### src/design/strs_pkg.sv
// Package: shared constants, codes and control types for the scope task release stack.
`default_nettype none

package strs_pkg;

    localparam int TASK_DEPTH  = 64;
    localparam int SCOPE_DEPTH = 16;

    localparam int ID_W     = 31;
    localparam int DEPTH_W  = 5;
    localparam int FILL_W   = $clog2(TASK_DEPTH + 1);
    localparam int ADDR_W   = $clog2(TASK_DEPTH);
    localparam int SCOPE_W  = $clog2(SCOPE_DEPTH + 1);
    localparam int SIDX_W   = (SCOPE_DEPTH > 1) ? $clog2(SCOPE_DEPTH) : 1;

    typedef enum logic [1:0] {
        CMD_OPEN  = 2'd0,
        CMD_CLOSE = 2'd1,
        CMD_REG   = 2'd2
    } cmd_t;

    typedef enum logic [2:0] {
        ST_DONE      = 3'd0,
        ST_RELEASED  = 3'd1,
        ST_OVERFLOW  = 3'd2,
        ST_UNDERFLOW = 3'd3,
        ST_FULL      = 3'd4,
        ST_NO_SCOPE  = 3'd5
    } status_t;

    typedef enum logic {
        S_IDLE    = 1'b0,
        S_RELEASE = 1'b1
    } state_t;

    typedef struct packed {
        logic    do_open;
        logic    do_close;
        logic    do_reg;
        logic    do_load;
        logic    do_step;
        logic    out_valid;
        status_t out_status;
        logic    out_last;
        logic    out_rel;
    } ctrl_cmd_t;

    typedef struct packed {
        logic scope_full;
        logic scope_empty;
        logic buf_full;
        logic rel_nonempty;
        logic rd_last;
    } dp_stat_t;

endpackage

`default_nettype wire

### src/design/strs_ctrl.sv
// Controller: command decode and release sequencing state machine.
`default_nettype none

module strs_ctrl
(
    input  wire logic               clk,
    input  wire logic               rst_n,
    input  wire logic               start,
    input  wire logic [1:0]         command,
    input  wire strs_pkg::dp_stat_t stat,
    output strs_pkg::ctrl_cmd_t     cmd,
    output logic                    busy
);
    import strs_pkg::*;

    state_t state_reg;
    state_t state_next;
    logic   accept;

    assign busy   = (state_reg == S_RELEASE);
    assign accept = start && (state_reg == S_IDLE);

    always_ff @(posedge clk or negedge rst_n)
    begin
        if (!rst_n)
        begin
            state_reg <= S_IDLE;
        end
        else
        begin
            state_reg <= state_next;
        end
    end

    always_comb
    begin
        state_next = state_reg;
        case (state_reg)
            S_IDLE:
            begin
                if (accept && (cmd_t'(command) == CMD_CLOSE) && !stat.scope_empty
                    && stat.rel_nonempty)
                begin
                    state_next = S_RELEASE;
                end
            end
            S_RELEASE:
            begin
                if (stat.rd_last)
                begin
                    state_next = S_IDLE;
                end
            end
            default:
            begin
                state_next = S_IDLE;
            end
        endcase
    end

    always_comb
    begin
        cmd            = '0;
        cmd.out_status = ST_DONE;
        case (state_reg)
            S_IDLE:
            begin
                if (accept)
                begin
                    cmd.out_valid = 1'b1;
                    cmd.out_last  = 1'b1;
                    case (cmd_t'(command))
                        CMD_OPEN:
                        begin
                            if (stat.scope_full)
                            begin
                                cmd.out_status = ST_OVERFLOW;
                            end
                            else
                            begin
                                cmd.do_open = 1'b1;
                            end
                        end
                        CMD_CLOSE:
                        begin
                            if (stat.scope_empty)
                            begin
                                cmd.out_status = ST_UNDERFLOW;
                            end
                            else
                            begin
                                cmd.do_close = 1'b1;
                                if (stat.rel_nonempty)
                                begin
                                    cmd.do_load   = 1'b1;
                                    cmd.out_valid = 1'b0;
                                    cmd.out_last  = 1'b0;
                                end
                            end
                        end
                        CMD_REG:
                        begin
                            if (stat.scope_empty)
                            begin
                                cmd.out_status = ST_NO_SCOPE;
                            end
                            else if (stat.buf_full)
                            begin
                                cmd.out_status = ST_FULL;
                            end
                            else
                            begin
                                cmd.do_reg = 1'b1;
                            end
                        end
                        default:
                        begin
                            cmd.out_status = ST_DONE;
                        end
                    endcase
                end
            end
            S_RELEASE:
            begin
                cmd.do_step    = 1'b1;
                cmd.out_valid  = 1'b1;
                cmd.out_status = ST_RELEASED;
                cmd.out_last   = stat.rd_last;
                cmd.out_rel    = 1'b1;
            end
            default:
            begin
                cmd = '0;
            end
        endcase
    end

endmodule

`default_nettype wire

### src/design/strs_datapath.sv
// Datapath: task buffer memory, scope mark stack, fill level and result registers.
`default_nettype none

module strs_datapath
(
    input  wire logic                      clk,
    input  wire logic                      rst_n,
    input  wire logic [strs_pkg::ID_W-1:0] task_id,
    input  wire logic                      cfg_write,
    input  wire logic                      cfg_data,
    input  wire strs_pkg::ctrl_cmd_t       cmd,
    output strs_pkg::dp_stat_t             stat,
    output logic                           strobe,
    output logic [2:0]                     status,
    output logic [strs_pkg::ID_W-1:0]      released_task,
    output logic                           last,
    output logic [strs_pkg::DEPTH_W-1:0]   depth
);
    import strs_pkg::*;

    logic [ID_W-1:0]    task_mem [TASK_DEPTH];
    logic [FILL_W-1:0]  marks_reg [SCOPE_DEPTH];

    logic [FILL_W-1:0]  fill_reg, fill_next;
    logic [SCOPE_W-1:0] open_reg, open_next;
    logic [FILL_W-1:0]  rd_ptr_reg, rd_ptr_next;
    logic [FILL_W-1:0]  end_reg, end_next;
    logic               rel_en_reg;
    logic [ID_W-1:0]    rd_data_reg;
    logic               strobe_reg;
    status_t            status_reg;
    logic               last_reg;
    logic               rel_reg;

    logic [SIDX_W-1:0]  top_idx;
    logic [FILL_W-1:0]  mark_raw;
    logic [FILL_W-1:0]  mark_clamp;

    assign top_idx    = SIDX_W'(open_reg - SCOPE_W'(1));
    assign mark_raw   = marks_reg[top_idx];
    assign mark_clamp = (mark_raw > fill_reg) ? fill_reg : mark_raw;

    assign stat.scope_full   = (open_reg == SCOPE_W'(SCOPE_DEPTH));
    assign stat.scope_empty  = (open_reg == '0);
    assign stat.buf_full     = (fill_reg == FILL_W'(TASK_DEPTH));
    assign stat.rel_nonempty = rel_en_reg && (mark_clamp != fill_reg);
    assign stat.rd_last      = ((rd_ptr_reg + FILL_W'(1)) == end_reg);

    always_comb
    begin
        fill_next   = fill_reg;
        open_next   = open_reg;
        rd_ptr_next = rd_ptr_reg;
        end_next    = end_reg;
        if (cmd.do_reg)
        begin
            fill_next = fill_reg + FILL_W'(1);
        end
        if (cmd.do_open)
        begin
            open_next = open_reg + SCOPE_W'(1);
        end
        if (cmd.do_close)
        begin
            open_next = open_reg - SCOPE_W'(1);
            fill_next = mark_clamp;
        end
        if (cmd.do_load)
        begin
            rd_ptr_next = mark_clamp;
            end_next    = fill_reg;
        end
        if (cmd.do_step)
        begin
            rd_ptr_next = rd_ptr_reg + FILL_W'(1);
        end
    end

    always_ff @(posedge clk or negedge rst_n)
    begin
        if (!rst_n)
        begin
            fill_reg   <= '0;
            open_reg   <= '0;
            rel_en_reg <= 1'b1;
            strobe_reg <= 1'b0;
        end
        else
        begin
            fill_reg   <= fill_next;
            open_reg   <= open_next;
            strobe_reg <= cmd.out_valid;
            if (cfg_write)
            begin
                rel_en_reg <= cfg_data;
            end
        end
    end

    always_ff @(posedge clk)
    begin
        rd_ptr_reg <= rd_ptr_next;
        end_reg    <= end_next;
        status_reg <= cmd.out_status;
        last_reg   <= cmd.out_last;
        rel_reg    <= cmd.out_rel;
        if (cmd.do_open)
        begin
            marks_reg[SIDX_W'(open_reg)] <= fill_reg;
        end
    end

    // task buffer: one write port, one registered read port
    always_ff @(posedge clk)
    begin
        if (cmd.do_reg)
        begin
            task_mem[fill_reg[ADDR_W-1:0]] <= task_id;
        end
        rd_data_reg <= task_mem[rd_ptr_reg[ADDR_W-1:0]];
    end

    assign strobe        = strobe_reg;
    assign status        = status_reg;
    assign last          = last_reg;
    assign released_task = rel_reg ? rd_data_reg : '0;
    assign depth         = DEPTH_W'(open_reg);

endmodule

`default_nettype wire

### src/design/scope_task_release_stack.sv
// Top level: scope task release stack, controller plus datapath.
//
//  channel   | handshake            | payload
//  ----------+----------------------+-----------------------------------------
//  command   | start / busy         | command[1:0], task_id[30:0]
//  result    | strobe (no backpr.)  | status[2:0], released_task[30:0],
//            |                      | last, depth[4:0]
//  config    | cfg_write            | cfg_data (release_enable)
//
// Open, register, plain close and error transactions: result registered in the cycle
// after acceptance; busy stays low, so a transaction may be accepted every cycle.
// Close with release: busy during the release state, N results one per cycle, each
// registered from a release-state read, paced by the single task buffer read port.
// Reset: no scopes open, buffer empty, release enabled; no clearing pass.
// The receiver cannot stall; results are never held.
`default_nettype none

module scope_task_release_stack
(
    input  wire logic                           clk,
    input  wire logic                           rst_n,
    input  wire logic                           start,
    output logic                                busy,
    input  wire logic [1:0]                     command,
    input  wire logic [strs_pkg::ID_W-1:0]      task_id,
    input  wire logic                           cfg_write,
    input  wire logic                           cfg_data,
    output logic                                strobe,
    output logic [2:0]                          status,
    output logic [strs_pkg::ID_W-1:0]           released_task,
    output logic                                last,
    output logic [strs_pkg::DEPTH_W-1:0]        depth
);
    import strs_pkg::*;

    ctrl_cmd_t ctrl_cmd;
    dp_stat_t  dp_stat;

    strs_ctrl u_ctrl
    (
        .clk     (clk),
        .rst_n   (rst_n),
        .start   (start),
        .command (command),
        .stat    (dp_stat),
        .cmd     (ctrl_cmd),
        .busy    (busy)
    );

    strs_datapath u_dp
    (
        .clk           (clk),
        .rst_n         (rst_n),
        .task_id       (task_id),
        .cfg_write     (cfg_write),
        .cfg_data      (cfg_data),
        .cmd           (ctrl_cmd),
        .stat          (dp_stat),
        .strobe        (strobe),
        .status        (status),
        .released_task (released_task),
        .last          (last),
        .depth         (depth)
    );

endmodule

`default_nettype wire

### config.mk
export PLATFORM = sky130hd
export DESIGN_NAME = scope_task_release_stack
export DESIGN_NICKNAME = d
export VERILOG_FILES = /design/src/design/strs_pkg.sv /design/src/design/strs_ctrl.sv /design/src/design/strs_datapath.sv /design/src/design/scope_task_release_stack.sv
export SDC_FILE = /design/constraint.sdc
export NUM_CORES = 2
export LEC_CHECK = 0
export BUFFER_PORTS_ARGS = -buffer_cell sky130_fd_sc_hd__buf_2
export CAP_MARGIN = 30
export CELL_PAD_IN_SITES_DETAIL_PLACEMENT = 1
export CELL_PAD_IN_SITES_GLOBAL_PLACEMENT = 2
export CORE_ASPECT_RATIO = 0.6
export CORE_MARGIN = 4
export CORE_UTILIZATION = 36
export CTS_BUF_LIST = sky130_fd_sc_hd__clkbuf_16
export CTS_CLUSTER_SIZE = 20
export DETAILED_ROUTE_END_ITERATION = 10
export PLACE_DENSITY_LB_ADDON = 0.1
export SYNTH_ARGS = -nofsm -noshare
export SYNTH_HDL_FRONTEND = slang
export SYNTH_SLANG_ARGS = --single-unit
### constraint.sdc
create_clock -name clk -period 11.8 [get_ports clk]
set_input_delay 2.36 -clock clk [delete_from_list [all_inputs] [get_ports clk]]
set_output_delay 2.36 -clock clk [all_outputs]
set_load 0.1 [all_outputs]
# Word level (Yosys, flattened, before mapping)
# Memories as Yosys holds them, arrays and structs flattened. A register that Yosys moved wholly into a read port is not among the register bits.
# Cells that the tools add are included.
classes:
  n_addsub: 4
  bitwise: 1
  reduce_logical: 11
  order_cmp: 1
  n_eq_ne: 6
  muxes: 38
ops:
  columns: ["op", "n"]
  rows:
  - ["$mux 7", 5]
  - ["$mux 31", 1]
  - ["$mux 1", 20]
  - ["$mux 5", 3]
  - ["$add 7x1->7 const B", 2]
  - ["$pmux 5 s2", 1]
  - ["$pmux 3 s3", 1]
  - ["$mux 4", 2]
  - ["$eq 7x7->1", 1]
  - ["$eq 7x7->1 const B", 1]
  - ["$gt 7x7->1", 1]
  - ["$ne 7x7->1", 1]
  - ["$mux 3", 2]
  - ["$reduce_bool 2->1", 3]
  - ["$add 5x1->5 const B", 1]
  - ["$eq 5x5->1 const B", 1]
  - ["$logic_and 1x1->1", 5]
  - ["$logic_not 5->1", 1]
  - ["$sub 5x1->5 const B", 1]
  - ["$mux 2", 2]
  - ["$eq 2x1->1 const B", 1]
  - ["$eq 2x2->1 const B", 1]
  - ["$logic_not 2->1", 1]
  - ["$pmux 1 s2", 1]
  - ["other kinds (2)", 2]
totals:
  ff_bits: 34
  ramBits: 2096
  mem_count: 2
  out_inout_bits: 42
  elab_cells: 73
mem_list:
  columns: ["name", "depth", "width", "rd", "rd_ports_with_merged_regs", "write_ports", "line", "source"]
  rows:
  - ["u_dp.task_mem", 64, 31, 1, 1, 1, "strs_datapath.sv:21", "logic [ID_W-1:0] task_mem [TASK_DEPTH];"]
  - ["u_dp.marks_reg", 16, 7, 1, 0, 1, "strs_datapath.sv:22", "logic [FILL_W-1:0] marks_reg [SCOPE_DEPTH];"]

# Logic depth before layout (Yosys ltp)
# An unclocked memory read counts as a cell.
depth:
  depth_word: 13
  mapped_depth: 20
  mapped_depth_nobuf: 15

# Cells and area by module
# Synthesis repeated with hierarchy kept, for this count alone.
hier_totals:
  cells_unflattened: 4313
  hier_area_um2: 83995.6
by_module_without_submodules:
  columns: ["mod", "area_each_um2", "n_inst", "cells_per_inst"]
  rows:
  - ["strs_datapath", 83809.1, 1, 4291]
  - ["strs_ctrl", 186.4, 1, 22]

# Worst setup path before layout
# No wires, ideal clock.
synth_path:
  path_type: "reg-to-reg"
  from: "register u_dp.open_reg[0] (netlist: u_dp.depth[0])"
  to: "register u_dp.rd_ptr_reg[1], data pin"
  path_buffers: 4
  setup_time_ns: 0.260
  synth_period_minus_slack_ns: 5.451
  stages_incl_launch_ff: 19
  t_arrival_ns: 5.191
  slack_ns: 6.349
  path_cell_list: "dfrtp_1 buf_4 buf_4 buf_4 inv_1 ha_1 xor2_1 buf_4 mux4_2 nand2_1 a31oi_1 ha_1 nor2b_1 o21a_1 nor2_1 o221a_2 nor2_1 mux2_2 mux2_2"
synth_via:
  elab_chain_cells: 6
synth_lines:
  columns: ["element", "line", "source"]
  rows:
  - ["start: declaration", "strs_datapath.sv:25", "logic [SCOPE_W-1:0] open_reg, open_next;"]
  - ["start signal: assignment", "strs_datapath.sv:91", "open_reg <= open_next;"]
  - ["$sub 5x1->5 (*)", null, null]
  - ["$mem_v2 16x7 (*)", null, null]
  - ["$gt 7x7->1", "strs_datapath.sv:41", "assign mark_clamp = (mark_raw > fill_reg) ? fill_reg : mark_raw;"]
  - ["$mux 7 (*)", "strs_datapath.sv:41", null]
  - ["$mux 7 (*)", "strs_datapath.sv:68", "if (cmd.do_load)"]
  - ["$mux 7 (*)", "strs_datapath.sv:73", "if (cmd.do_step)"]
  - ["via u_dp.rd_ptr_next[1]", "strs_datapath.sv:26", "logic [FILL_W-1:0] rd_ptr_reg, rd_ptr_next;"]
  - ["end signal: assignment", "strs_datapath.sv:102", "rd_ptr_reg <= rd_ptr_next;"]
  - ["end: declaration", "strs_datapath.sv:26", null]
# Mark *: on every way through the listed nets, which the timed path passes. The rest lies on a longest branch. The select of a mux whose other input is x is not followed.
# A chain may end at the register's enable or synchronous reset.

# Worst setup path after layout
layout_path:
  from: "register u_dp.open_reg[1] (netlist: u_dp.depth[1])"
  to: "register u_dp.rd_ptr_reg[1], data pin"
# Same word-level chain as after synthesis.

==> results.json <==
{
  "drive_gt1_share_pct": 33.4,
  "wl_per_cell_um": 33.9,
  "cts_hold_buf": 0,
  "grt_pass1_vias": 39811,
  "endpoint_kind": "flop",
  "die_width_um": 626,
  "preCtsSetupSlack_ns": 6.36,
  "dpl.cell_count": 6427,
  "final.setup_skew_ns": 0.0464,
  "synthToLayoutAreaGrowth_pct": 14.7,
  "cts_max_level": 4,
  "drtIter0Drc": 4177,
  "fin_cells": 6836,
  "tritoncts": "built",
  "largest_reg_flops": 1984,
  "synth_nets": 3420,
  "core_mm2": 0.227,
  "max-vdd-ir-drop_v": 0.000117,
  "synth_area_mm2": 0.0826,
  "critPathMaxStageDelay_ns": 0.57,
  "finalSetupViolCount": 0,
  "yosysTopAreaCell": "edfxtp_1",
  "root_buffer": "clkbuf_16",
  "status": "completed",
  "synth_cell_types": 53,
  "rsz0062_at_grt": "no",
  "met3_length_um": 17500,
  "fp.dieH_um": 379,
  "nFillCells": 20545,
  "worst_slack_ns": 6.56,
  "fin_util_pct": 41.7,
  "synthFlopType": "edfxtp_1",
  "grt_max_degree": 145,
  "cts_buffer_depth": 4,
  "gp_congestion": 0.810,
  "setup_tns_ns": 0,
  "fin_total_pwr_mw": 15.1,
  "synthCells": 3367,
  "cp.arrival_ns": 5.82,
  "hold_viol_final": 0,
  "ys_async_sr_fraction_pct": 0.694,
  "regArea_mm2": 0.0645,
  "die_area_mm2": 0.237,
  "post_cts_buffers": 0,
  "synth-edff-count": 2110,
  "maxSlewViolCount": 0,
  "critPathKind": "flop to flop",
  "postLayoutCellArea_mm2": 0.0947,
  "gr-total-overflow": 0,
  "worst_path_max_delay_cell": "mux4_1",
  "finalCriticalPeriod_ns": 5.24,
  "top_layer": "met5",
  "start_util_pct": 36.4,
  "first_pass_iters": 5,
  "power.leakage_nw": 28.3,
  "min_period_over_period_pct": 44.4,
  "grt_first_pass_wirelength_um": 322000,
  "post_drt_via_cell_ratio": 5.56,
  "cts_resized": 0,
  "tightest_slew_ns": 1.20,
  "yosysSeqAreaShare_pct": 78.1,
  "dpl_cell_area_mm2": 0.0878,
  "wirelength_um": 232000,
  "numPortBuffers": 79,
  "synth_commonest_cells": "edfxtp_1, mux4_2, clkbuf_1",
  "ys_top_cells_by_area": "edfxtp_1, mux4_2, dfxtp_1",
  "wl_met2_um": 101000,
  "hold_class": "flop to flop",
  "via_count": 37976,
  "dp_hpwl_um": 130000,
  "crit_fanout": 9,
  "rows": 135,
  "maxCapViolCount": 0,
  "startpoint_type": "flop",
  "relSlewSlack_pct": 20.2,
  "ys_ff_latch": 2161,
  "cp.required_ns": 12.38,
  "layout.nets": 3696,
  "fmax_mhz": 191,
  "post-synth-top-count-cell": "edfxtp_1",
  "grt_usage_pct": 19.5,
  "antenna_left": 0,
  "remaining_drc_errors": 0,
  "cts_buffers": 209,
  "io_pins": 80,
  "path_cells": "inv_1 > ha_1 > xor2_1 > buf_4 > mux4_1 > mux2i_1 > nand2_1 > and2_1 > ha_1 > nand3_1 > o221a_2 > nor2_1 > mux2_2 > mux2_2",
  "multiInputGateArea_mm2": 0.0178,
  "m1WireLength_um": 108000,
  "synth_top_cell_area_share_pct": 76.7,
  "power_density_mw_per_mm2": 160,
  "antenna_found_initial": 41,
  "cts_sinks": 2161,
  "insertion_delay_ns": 0.86,
  "synth.avg_cell_area_um2": 24.5,
  "timing.hold.ws_ns": 0.609,
  "path_clk_slew_ns": 0.06,
  "yosys_warnings": 0
}
==> worst paths after layout <==
check | start | endpoint | slack, ns | cells past startpoint
max | u_dp.depth[1] | u_dp.rd_ptr_reg[1] | 6.56 | 14
min | u_dp.fill_reg[2] | u_dp.end_reg[2] | 0.61 | 0
max reg2reg | u_dp.depth[1] | u_dp.rd_ptr_reg[1] | 6.56 | 14
min reg2reg | u_dp.fill_reg[2] | u_dp.end_reg[2] | 0.61 | 0
max in group asynchronous | rst_n | u_dp.depth[0] | 9.92 | 1
min in group asynchronous | rst_n | u_dp.fill_reg[3] | 1.50 | 1
==> where the power goes <==
group,total (mW),internal (mW),switching [mW]
Sequential,8.41,8.41,0.000498
Clock,6.51,3.64,2.88
Combinational,0.183,0.0327,0.150
==> cell type report <==
class                      count  area share (%)
multi-input combinational   1024            18.9
inverter                      13          0.0515
sequential                  2161            68.1
clock inverter               163            1.25
tap                         3014            3.98
antenna                       15          0.0396
clock buffer                 212            5.60
timing repair buffer         234            2.14
==> per-layer routing <==
metal  vias up  global-route usage [%]
met2      1302                    28.3
met1     21252                    29.7
met3       315                    4.94
li1      15099                       -
met4         8                    4.30
met5         -                       0
==> kinds of logic after synthesis <==
group / Yosys count / synth area share [%]
AOI/OAI and AO/OA: 39 / 0.311
xor gates and xnor gates: 33 / 0.368
adders and majority gates: 15 / 0.227
buffers and inverters: 182 / 0.888
DFF: 2161 / 78.1
muxes: 703 / 18.8
and+or+nand+nor: 234 / 1.33
==> layout by cell type (no fill, tap or decap), types with 5 or more instances in the layout <==
| cell type | n |
|---|---|
| nand2_1 | 48 |
| edfxtp_1 | 2110 |
| clkbuf_16 | 212 |
| dfxtp_1 | 36 |
| nor3b_1 | 5 |
| buf_8 | 7 |
| mux2i_1 | 22 |
| and3_1 | 6 |
| nor3_1 | 12 |
| diode_2 | 15 |
| clkinv_1 | 43 |
| and2_1 | 33 |
| bufinv_16 | 18 |
| xnor2_1 | 23 |
| o21ai_0 | 11 |
| nor2_4 | 64 |
| buf_4 | 115 |
| xor2_1 | 8 |
| buf_2 | 81 |
| nor2_1 | 29 |
| inv_1 | 57 |
| buf_12 | 25 |
| inv_2 | 5 |
| ha_1 | 15 |
| clkinv_2 | 44 |
| mux4_2 | 675 |
| nand3_1 | 19 |
| a21oi_1 | 9 |
| dfrtp_1 | 13 |
| buf_16 | 5 |
==> critical path, delay by kind of cell, from the launching register on <==
kind                       cells  cell delay (ns)
muxes                          4             1.74
buffers and inverters          2             0.46
adders and majority gates      2             0.59
DFF                            1             0.46
and+or+nand+nor                4             0.95
xor gates and xnor gates       1             0.47
AOI/OAI and AO/OA              1             0.32
Note: power is estimated with default switching activity, not from simulation.
